--- config.mk ---
export PLATFORM = sky130hd
export DESIGN_NAME = sha1_message_digest_top
export DESIGN_NICKNAME = d
export VERILOG_FILES = /design/src/hdl/sha1md_pkg.sv /design/src/hdl/sha1md_dp.sv /design/src/hdl/sha1md_ctrl.sv /design/src/hdl/sha1_message_digest_top.sv
export SDC_FILE = /design/constraint.sdc
export NUM_CORES = 2
export LEC_CHECK = 0
export BUFFER_PORTS_ARGS = -buffer_cell sky130_fd_sc_hd__buf_2
export CORE_MARGIN = 10
export CORE_UTILIZATION = 26
export DETAILED_ROUTE_END_ITERATION = 8
export RECOVER_POWER = 50
export SKIP_CTS_REPAIR_TIMING = 1
export SLEW_MARGIN = 10
export SYNTH_ARGS = -nofsm -noshare
export SYNTH_HDL_FRONTEND = slang
export SYNTH_HIERARCHICAL = 1
export SYNTH_SLANG_ARGS = --single-unit
--- constraint.sdc ---
create_clock -name i_clk -period 13.17 [get_ports i_clk]
set_input_delay 1.317 -clock i_clk [delete_from_list [all_inputs] [get_ports i_clk]]
set_output_delay 1.317 -clock i_clk [all_outputs]
set_load 0.02 [all_outputs]
--- src/hdl/sha1md_pkg.sv ---
// Shared types and constants of the SHA-1 message digest block.
package sha1md_pkg;

    typedef enum logic [2:0] {
        ST_IDLE,
        ST_COMP,
        ST_ADD,
        ST_PAD_ONE,
        ST_PAD_ZERO,
        ST_PAD_LEN,
        ST_OUT
    } t_state;

    typedef enum logic [1:0] {
        BSEL_DATA,
        BSEL_ONE,
        BSEL_ZERO,
        BSEL_LEN
    } t_bsel;

    typedef struct packed {
        logic       absorb;
        t_bsel      bsel;
        logic       snap_len;
        logic       round;
        logic [1:0] phase;
        logic       add;
        logic       restart;
        logic [2:0] widx;
    } t_cmd;

    typedef struct packed {
        logic [5:0] pos;
    } t_sts;

    localparam logic [31:0] K0 = 32'h5A827999;
    localparam logic [31:0] K1 = 32'h6ED9EBA1;
    localparam logic [31:0] K2 = 32'h8F1BBCDC;
    localparam logic [31:0] K3 = 32'hCA62C1D6;

    localparam logic [4:0][31:0] H_INIT = {
        32'hC3D2E1F0, 32'h10325476, 32'h98BADCFE, 32'hEFCDAB89, 32'h67452301
    };

    localparam logic [7:0] PAD_MARK   = 8'h80;
    localparam logic [5:0] POS_FULL   = 6'd63;
    localparam logic [5:0] POS_PRELEN = 6'd55;
    localparam logic [6:0] ROUND_LAST = 7'd79;
    localparam logic [6:0] ROUND_P1   = 7'd20;
    localparam logic [6:0] ROUND_P2   = 7'd40;
    localparam logic [6:0] ROUND_P3   = 7'd60;
    localparam logic [2:0] WIDX_LAST  = 3'd4;

endpackage

--- src/hdl/sha1md_dp.sv ---
// Datapath: block shift line, byte counter, round unit and chaining words.
module sha1md_dp (
    input  logic                 i_clk,
    input  logic                 i_rst_n,
    input  logic [7:0]           i_data,
    input  sha1md_pkg::t_cmd     i_cmd,
    output sha1md_pkg::t_sts     o_sts,
    output logic [31:0]          o_word
);

    logic [511:0]     r_blk;
    logic [63:0]      r_cnt;
    logic [63:0]      r_len;
    logic [4:0][31:0] r_h;
    logic [31:0]      r_a, r_b, r_c, r_d, r_e;

    logic [7:0]       n_byte;
    logic [63:0]      n_cnt;
    logic [31:0]      n_w;
    logic [31:0]      n_f;
    logic [31:0]      n_k;
    logic [31:0]      n_sum;
    logic [31:0]      n_x;

    always_comb begin
        case (i_cmd.bsel)
            sha1md_pkg::BSEL_DATA: n_byte = i_data;
            sha1md_pkg::BSEL_ONE:  n_byte = sha1md_pkg::PAD_MARK;
            sha1md_pkg::BSEL_ZERO: n_byte = 8'h00;
            sha1md_pkg::BSEL_LEN:  n_byte = r_len[63:56];
            default:               n_byte = 8'h00;
        endcase
    end

    assign n_cnt = r_cnt + {63'd0, i_cmd.absorb};

    assign n_x = r_blk[95:64] ^ r_blk[255:224] ^ r_blk[447:416] ^ r_blk[511:480];
    assign n_w = {n_x[30:0], n_x[31]};

    always_comb begin
        case (i_cmd.phase)
            2'd0: begin
                n_f = r_d ^ (r_b & (r_c ^ r_d));
                n_k = sha1md_pkg::K0;
            end
            2'd1: begin
                n_f = r_b ^ r_c ^ r_d;
                n_k = sha1md_pkg::K1;
            end
            2'd2: begin
                n_f = (r_b & r_c) | (r_d & (r_b | r_c));
                n_k = sha1md_pkg::K2;
            end
            default: begin
                n_f = r_b ^ r_c ^ r_d;
                n_k = sha1md_pkg::K3;
            end
        endcase
    end

    assign n_sum = {r_a[26:0], r_a[31:27]} + r_e + r_blk[511:480] + n_f + n_k;

    always_ff @(posedge i_clk) begin
        if (i_cmd.absorb) begin
            r_blk <= {r_blk[503:0], n_byte};
        end else if (i_cmd.round) begin
            r_blk <= {r_blk[479:0], n_w};
        end
        if (i_cmd.snap_len) begin
            r_len <= {n_cnt[60:0], 3'b000};
        end else if (i_cmd.absorb && i_cmd.bsel == sha1md_pkg::BSEL_LEN) begin
            r_len <= {r_len[55:0], 8'h00};
        end
    end

    always_ff @(posedge i_clk) begin
        if (!i_rst_n) begin
            r_cnt <= '0;
            r_h   <= sha1md_pkg::H_INIT;
            r_a   <= sha1md_pkg::H_INIT[0];
            r_b   <= sha1md_pkg::H_INIT[1];
            r_c   <= sha1md_pkg::H_INIT[2];
            r_d   <= sha1md_pkg::H_INIT[3];
            r_e   <= sha1md_pkg::H_INIT[4];
        end else if (i_cmd.restart) begin
            r_cnt <= '0;
            r_h   <= sha1md_pkg::H_INIT;
            r_a   <= sha1md_pkg::H_INIT[0];
            r_b   <= sha1md_pkg::H_INIT[1];
            r_c   <= sha1md_pkg::H_INIT[2];
            r_d   <= sha1md_pkg::H_INIT[3];
            r_e   <= sha1md_pkg::H_INIT[4];
        end else begin
            r_cnt <= n_cnt;
            if (i_cmd.round) begin
                r_a <= n_sum;
                r_b <= r_a;
                r_c <= {r_b[1:0], r_b[31:2]};
                r_d <= r_c;
                r_e <= r_d;
            end else if (i_cmd.add) begin
                r_h[0] <= r_h[0] + r_a;
                r_h[1] <= r_h[1] + r_b;
                r_h[2] <= r_h[2] + r_c;
                r_h[3] <= r_h[3] + r_d;
                r_h[4] <= r_h[4] + r_e;
                r_a    <= r_h[0] + r_a;
                r_b    <= r_h[1] + r_b;
                r_c    <= r_h[2] + r_c;
                r_d    <= r_h[3] + r_d;
                r_e    <= r_h[4] + r_e;
            end
        end
    end

    always_comb begin
        case (i_cmd.widx)
            3'd0:    o_word = r_h[0];
            3'd1:    o_word = r_h[1];
            3'd2:    o_word = r_h[2];
            3'd3:    o_word = r_h[3];
            3'd4:    o_word = r_h[4];
            default: o_word = '0;
        endcase
    end

    assign o_sts.pos = r_cnt[5:0];

endmodule

--- src/hdl/sha1md_ctrl.sv ---
// Controller: sequences absorption, padding, compression rounds and digest output.
module sha1md_ctrl (
    input  logic             i_clk,
    input  logic             i_rst_n,
    input  logic             i_s_tvalid,
    input  logic             i_s_tuser,
    input  logic             i_s_tlast,
    output logic             o_s_tready,
    output logic             o_m_tvalid,
    input  logic             i_m_tready,
    input  sha1md_pkg::t_sts i_sts,
    output sha1md_pkg::t_cmd o_cmd
);

    sha1md_pkg::t_state r_state, n_state;
    sha1md_pkg::t_state r_ret, n_ret;
    logic [6:0]         r_round, n_round;
    logic [2:0]         r_widx, n_widx;

    logic               w_full;

    assign w_full = (i_sts.pos == sha1md_pkg::POS_FULL);

    always_comb begin
        n_state = r_state;
        n_ret   = r_ret;
        n_round = r_round;
        n_widx  = r_widx;
        unique case (r_state)
            sha1md_pkg::ST_IDLE: begin
                if (i_s_tvalid) begin
                    if (i_s_tuser && w_full) begin
                        n_state = sha1md_pkg::ST_COMP;
                        n_round = '0;
                        n_ret   = i_s_tlast ? sha1md_pkg::ST_PAD_ONE : sha1md_pkg::ST_IDLE;
                    end else if (i_s_tlast) begin
                        n_state = sha1md_pkg::ST_PAD_ONE;
                    end
                end
            end
            sha1md_pkg::ST_COMP: begin
                n_round = r_round + 7'd1;
                if (r_round == sha1md_pkg::ROUND_LAST) begin
                    n_state = sha1md_pkg::ST_ADD;
                end
            end
            sha1md_pkg::ST_ADD: begin
                n_state = r_ret;
                n_widx  = '0;
            end
            sha1md_pkg::ST_PAD_ONE: begin
                if (w_full) begin
                    n_state = sha1md_pkg::ST_COMP;
                    n_round = '0;
                    n_ret   = sha1md_pkg::ST_PAD_ZERO;
                end else if (i_sts.pos == sha1md_pkg::POS_PRELEN) begin
                    n_state = sha1md_pkg::ST_PAD_LEN;
                end else begin
                    n_state = sha1md_pkg::ST_PAD_ZERO;
                end
            end
            sha1md_pkg::ST_PAD_ZERO: begin
                if (w_full) begin
                    n_state = sha1md_pkg::ST_COMP;
                    n_round = '0;
                    n_ret   = sha1md_pkg::ST_PAD_ZERO;
                end else if (i_sts.pos == sha1md_pkg::POS_PRELEN) begin
                    n_state = sha1md_pkg::ST_PAD_LEN;
                end
            end
            sha1md_pkg::ST_PAD_LEN: begin
                if (w_full) begin
                    n_state = sha1md_pkg::ST_COMP;
                    n_round = '0;
                    n_ret   = sha1md_pkg::ST_OUT;
                end
            end
            sha1md_pkg::ST_OUT: begin
                if (i_m_tready) begin
                    n_widx = r_widx + 3'd1;
                    if (r_widx == sha1md_pkg::WIDX_LAST) begin
                        n_state = sha1md_pkg::ST_IDLE;
                    end
                end
            end
            default: begin
                n_state = sha1md_pkg::ST_IDLE;
            end
        endcase
    end

    always_comb begin
        o_cmd          = '0;
        o_cmd.bsel     = sha1md_pkg::BSEL_DATA;
        o_cmd.widx     = r_widx;
        o_s_tready     = 1'b0;
        o_m_tvalid     = 1'b0;
        if (r_round < sha1md_pkg::ROUND_P1) begin
            o_cmd.phase = 2'd0;
        end else if (r_round < sha1md_pkg::ROUND_P2) begin
            o_cmd.phase = 2'd1;
        end else if (r_round < sha1md_pkg::ROUND_P3) begin
            o_cmd.phase = 2'd2;
        end else begin
            o_cmd.phase = 2'd3;
        end
        unique case (r_state)
            sha1md_pkg::ST_IDLE: begin
                o_s_tready     = 1'b1;
                o_cmd.absorb   = i_s_tvalid && i_s_tuser;
                o_cmd.snap_len = i_s_tvalid && i_s_tlast;
            end
            sha1md_pkg::ST_COMP: begin
                o_cmd.round = 1'b1;
            end
            sha1md_pkg::ST_ADD: begin
                o_cmd.add = 1'b1;
            end
            sha1md_pkg::ST_PAD_ONE: begin
                o_cmd.absorb = 1'b1;
                o_cmd.bsel   = sha1md_pkg::BSEL_ONE;
            end
            sha1md_pkg::ST_PAD_ZERO: begin
                o_cmd.absorb = 1'b1;
                o_cmd.bsel   = sha1md_pkg::BSEL_ZERO;
            end
            sha1md_pkg::ST_PAD_LEN: begin
                o_cmd.absorb = 1'b1;
                o_cmd.bsel   = sha1md_pkg::BSEL_LEN;
            end
            sha1md_pkg::ST_OUT: begin
                o_m_tvalid    = 1'b1;
                o_cmd.restart = i_m_tready && (r_widx == sha1md_pkg::WIDX_LAST);
            end
            default: begin
                o_s_tready = 1'b0;
            end
        endcase
    end

    always_ff @(posedge i_clk) begin
        if (!i_rst_n) begin
            r_state <= sha1md_pkg::ST_IDLE;
            r_ret   <= sha1md_pkg::ST_IDLE;
            r_round <= '0;
            r_widx  <= '0;
        end else begin
            r_state <= n_state;
            r_ret   <= n_ret;
            r_round <= n_round;
            r_widx  <= n_widx;
        end
    end

endmodule

--- src/hdl/sha1_message_digest_top.sv ---
// Top level of the SHA-1 message digest block: controller plus datapath.
//
// Channel   Dir  tdata (low bit up)                     tuser     tlast
// s_axis    in   data_byte[7:0]                         has_byte  last
// m_axis    out  digest_word[31:0], word_index[34:32]   -         final_word
//
// Each byte item is absorbed into the block shift line; the 64th byte of a block
// starts 80 compression rounds followed by the chaining add.
// A last item pads one byte per cycle, pausing while a full block is compressed
// (9 to 72 bytes, with one or two compressions), then shows the five digest
// words, one per output request. Input ready is high only while idle. An output
// stall holds the current word. Reset is synchronous and restores the initial
// chaining words and a zero byte count.
module sha1_message_digest_top (
    input  logic        i_clk,
    input  logic        i_rst_n,
    input  logic        i_s_tvalid,
    output logic        o_s_tready,
    input  logic [7:0]  i_s_tdata,   // data_byte[7:0]
    input  logic        i_s_tuser,   // has_byte
    input  logic        i_s_tlast,
    output logic        o_m_tvalid,
    input  logic        i_m_tready,
    output logic [39:0] o_m_tdata,   // digest_word[31:0], word_index[34:32], zero fill
    output logic        o_m_tlast
);

    sha1md_pkg::t_cmd w_cmd;
    sha1md_pkg::t_sts w_sts;
    logic [31:0]      w_word;

    sha1md_ctrl u_ctrl (
        .i_clk      (i_clk),
        .i_rst_n    (i_rst_n),
        .i_s_tvalid (i_s_tvalid),
        .i_s_tuser  (i_s_tuser),
        .i_s_tlast  (i_s_tlast),
        .o_s_tready (o_s_tready),
        .o_m_tvalid (o_m_tvalid),
        .i_m_tready (i_m_tready),
        .i_sts      (w_sts),
        .o_cmd      (w_cmd)
    );

    sha1md_dp u_dp (
        .i_clk   (i_clk),
        .i_rst_n (i_rst_n),
        .i_data  (i_s_tdata),
        .i_cmd   (w_cmd),
        .o_sts   (w_sts),
        .o_word  (w_word)
    );

    assign o_m_tdata = {5'd0, w_cmd.widx, w_word};
    assign o_m_tlast = (w_cmd.widx == sha1md_pkg::WIDX_LAST);

endmodule

==> flow_metrics.tcl <==
set metrics [dict create \
    drive_gt1_share_pct 14.4 \
    vias 40100 \
    grt_pass1_wl_um 235000 \
    rsz0062_at_grt "false" \
    crit_path_start_kind "flip-flop" \
    crit_arrival_ps 10000 \
    syn_area_um2 55100 \
    synth_flop_cell "edfxtp_1" \
    min_period_over_period_pct 71.5 \
    initial_core_util_pct 26.2 \
    violations "capacitance limit, slew limit" \
    stdcell_count 8097 \
    dp_hpwl_um 109000 \
    num-nets-final 5574 \
    htreeDepth 3 \
    ant_nets 0 \
    synth_cell_types 100 \
    setup_viol 0 \
    vias_per_cell 4.95 \
    cp_max_fo 60 \
    clk_latency_ps 740 \
    finalWirelength_um 154000 \
    hold_viol_final 0 \
    first_pass_iters 8 \
    core_um2 210000 \
    grt_max_degree 214 \
    skew_ps 32.9 \
    hp-class "reg -> reg" \
    grt_pass1_vias 39300 \
    leakagePower_nw 23.3 \
    crit_path_cell_trace "or3_1, clkinvlp_2, inv_1, clkbuf_1, nand2_1, o32ai_1, a21oi_1" \
    wl_per_cell_um 19.0 \
    synth-edff-count 573 \
    antenna_found_initial 8 \
    die_h_um 480 \
    synth_warnings 6 \
    tns_ps 0 \
    status "finished, violations left" \
    finalInstanceArea_um2 61700 \
    required_ps 13760 \
    slowest_delay_ps 2290 \
    synthArstFlopShare_pct 0 \
    io_buffer_count 51 \
    dieArea_um2 231000 \
    area_growth_syn_to_layout_pct 12.0 \
    power.density_nw_per_um2 309 \
    io_pins 57 \
    critPathKind "reg -> reg" \
    period_minus_slack_ps 9410 \
    fmax_ghz 0.106 \
    seq_area_frac_synth_pct 45.7 \
    ir_drop_uv 342 \
    r2r_start "u_ctrl/r_state[1]" \
    place_area_um2 58300 \
    slew_violations 1428 \
    syn_area_per_cell_um2 10.5 \
    ys_ff_latch 970 \
    drc_errors 0 \
    dp_cells 7904 \
    worst_pin_slew_ps 5520 \
    cts_tree "done" \
    whs_path_depth 2 \
    relSlewSlack_pct -268 \
    overflow 0 \
    cts.path.max_buffers 3 \
    root_buffer "clkbuf_16" \
    worstRegToRegCells 7 \
    num_rows 168 \
    cts_buffers 102 \
    drv_cap 24 \
    hold_path.startpoint "u_dp/r_h[88]" \
    place_congestion 0.899 \
    die_w_um 480 \
    cpMaxStageDelayCell "inv_1" \
    grt_use_total_pct 12.8 \
    crit_path_end_kind "flip-flop" \
    total_power_mw 19.1 \
    drtIter0Drc 3231 \
    clk_pin_slew_worst_paths_ps 60 \
    worstSetupStartpoint "u_ctrl/r_state[1]" \
    clock-sinks 970 \
    synthCells 5262 \
]
## metal layers
metal,global-route usage [%],part of all wire (%)
met1,17.8,46
met3,2.15,5.9
met4,4.41,3.5
met5,0,0.0084
met2,19.9,44
## synth_stat cells (93+ instances only)
cell type  count  share of area (%)
ha_1         264                6.0
a211oi_1     100                1.4
xor2_1       116                1.8
inv_1        365                2.5
xnor2_1      211                3.4
a21o_1       112                1.5
o21ai_0      202                1.8
dfxtp_1      397                 14
edfxtp_1     573                 31
nand2_1      495                3.4
a21oi_1      406                3.7
fa_1          93                3.4
mux2_2       482                9.9
clkbuf_1     224                1.5
nor2_1       333                2.3
## flip-flops by register name, summed over array words and instances, names as in the netlist
name / flops
u_dp/r_len: 61
u_ctrl/r_ret: 3
u_dp/r_h: 160
u_ctrl/r_round: 7
u_dp/r_blk: 512
u_dp/r_d: 32
u_dp/r_cnt: 61
u_ctrl/r_widx: 3
u_dp/r_b: 32
u_ctrl/r_state: 3
u_dp/r_c: 32
u_dp/r_e: 32
u_dp/r_a: 32
## power breakdown
| part | total [mW] | internal (mW) | switching, mW |
|---|---|---|---|
| logic | 10.0 | 4.37 | 5.66 |
| clock network | 3.06 | 1.80 | 1.26 |
| registers | 5.98 | 4.99 | 0.991 |
## metrics by stage
stage	util (%)	setup WS, ps	hold slack, ps
detailed placement	27.7	5300	458
CTS	29.4	5280	468
global route	29.4	2880	479
global placement	27.7	5490	453
finish	29.4	3760	466
floorplan	-	3910	435
## layout by cell type (no fill, tap or decap), types with 18 or more instances in the layout
cell type,count
a21oi_1,406
a311oi_1,19
a211o_1,19
xor2_1,116
mux2i_1,87
nor2_1,334
mux2_2,476
o21bai_1,20
inv_1,364
fa_1,93
and3_1,63
xnor2_1,211
a31oi_1,44
nand4_1,18
nand3_1,77
buf_4,24
a211oi_1,100
ha_1,262
o211ai_1,40
a21o_1,111
nor3b_1,22
nand2b_1,33
o21ai_1,20
edfxtp_1,573
buf_2,47
a221o_1,37
clkbuf_1,48
clkbuf_16,105
dfxtp_1,397
nor2b_1,37
o21ai_0,204
a31o_2,22
o21a_1,22
nor3_1,51
nand2_1,494
o22ai_1,23
## path summary, 6_finish.rpt
path	end	slack [ps]
max	u_dp/r_c[20]	3760
min	u_dp/r_h[88]	470
max reg2reg	u_dp/r_c[20]	3760
min reg2reg	u_dp/r_h[88]	470
## critical path, delay by kind of cell (launching register included)
kind / cells / cell delay [ps]
DFF: 1 / 620
AOI/OAI and AO/OA: 2 / 870
buffers and inverters: 3 / 6340
and+or+nand+nor: 2 / 1370
## cells by family (layout without fill, tap and decap cells)
family          Yosys count  after routing  share of synthesized area [%]
other cells               1             10                        0.00681
buf+inv                 630            651                           4.37
xor+xnor                327            327                           5.20
compound gates         1214           1214                           14.2
mux                     571            571                           11.5
fa+ha+maj               358            358                           9.39
flops                   970            970                           45.7
simple gates           1191           1191                           9.65
## area by class of cell
class,instances,area [µm²]
Sequential cell,970,25200
Inverter,367,1380
Timing Repair Buffer,96,527
Fill cell,21700,148000
Multi-Input combinational cell,3666,27600
Clock inverter,44,632
Clock buffer,144,2910
Tap cell,2805,3510
Antenna cell,5,12.5
No activity file was read; power rests on OpenSTA's default activity.
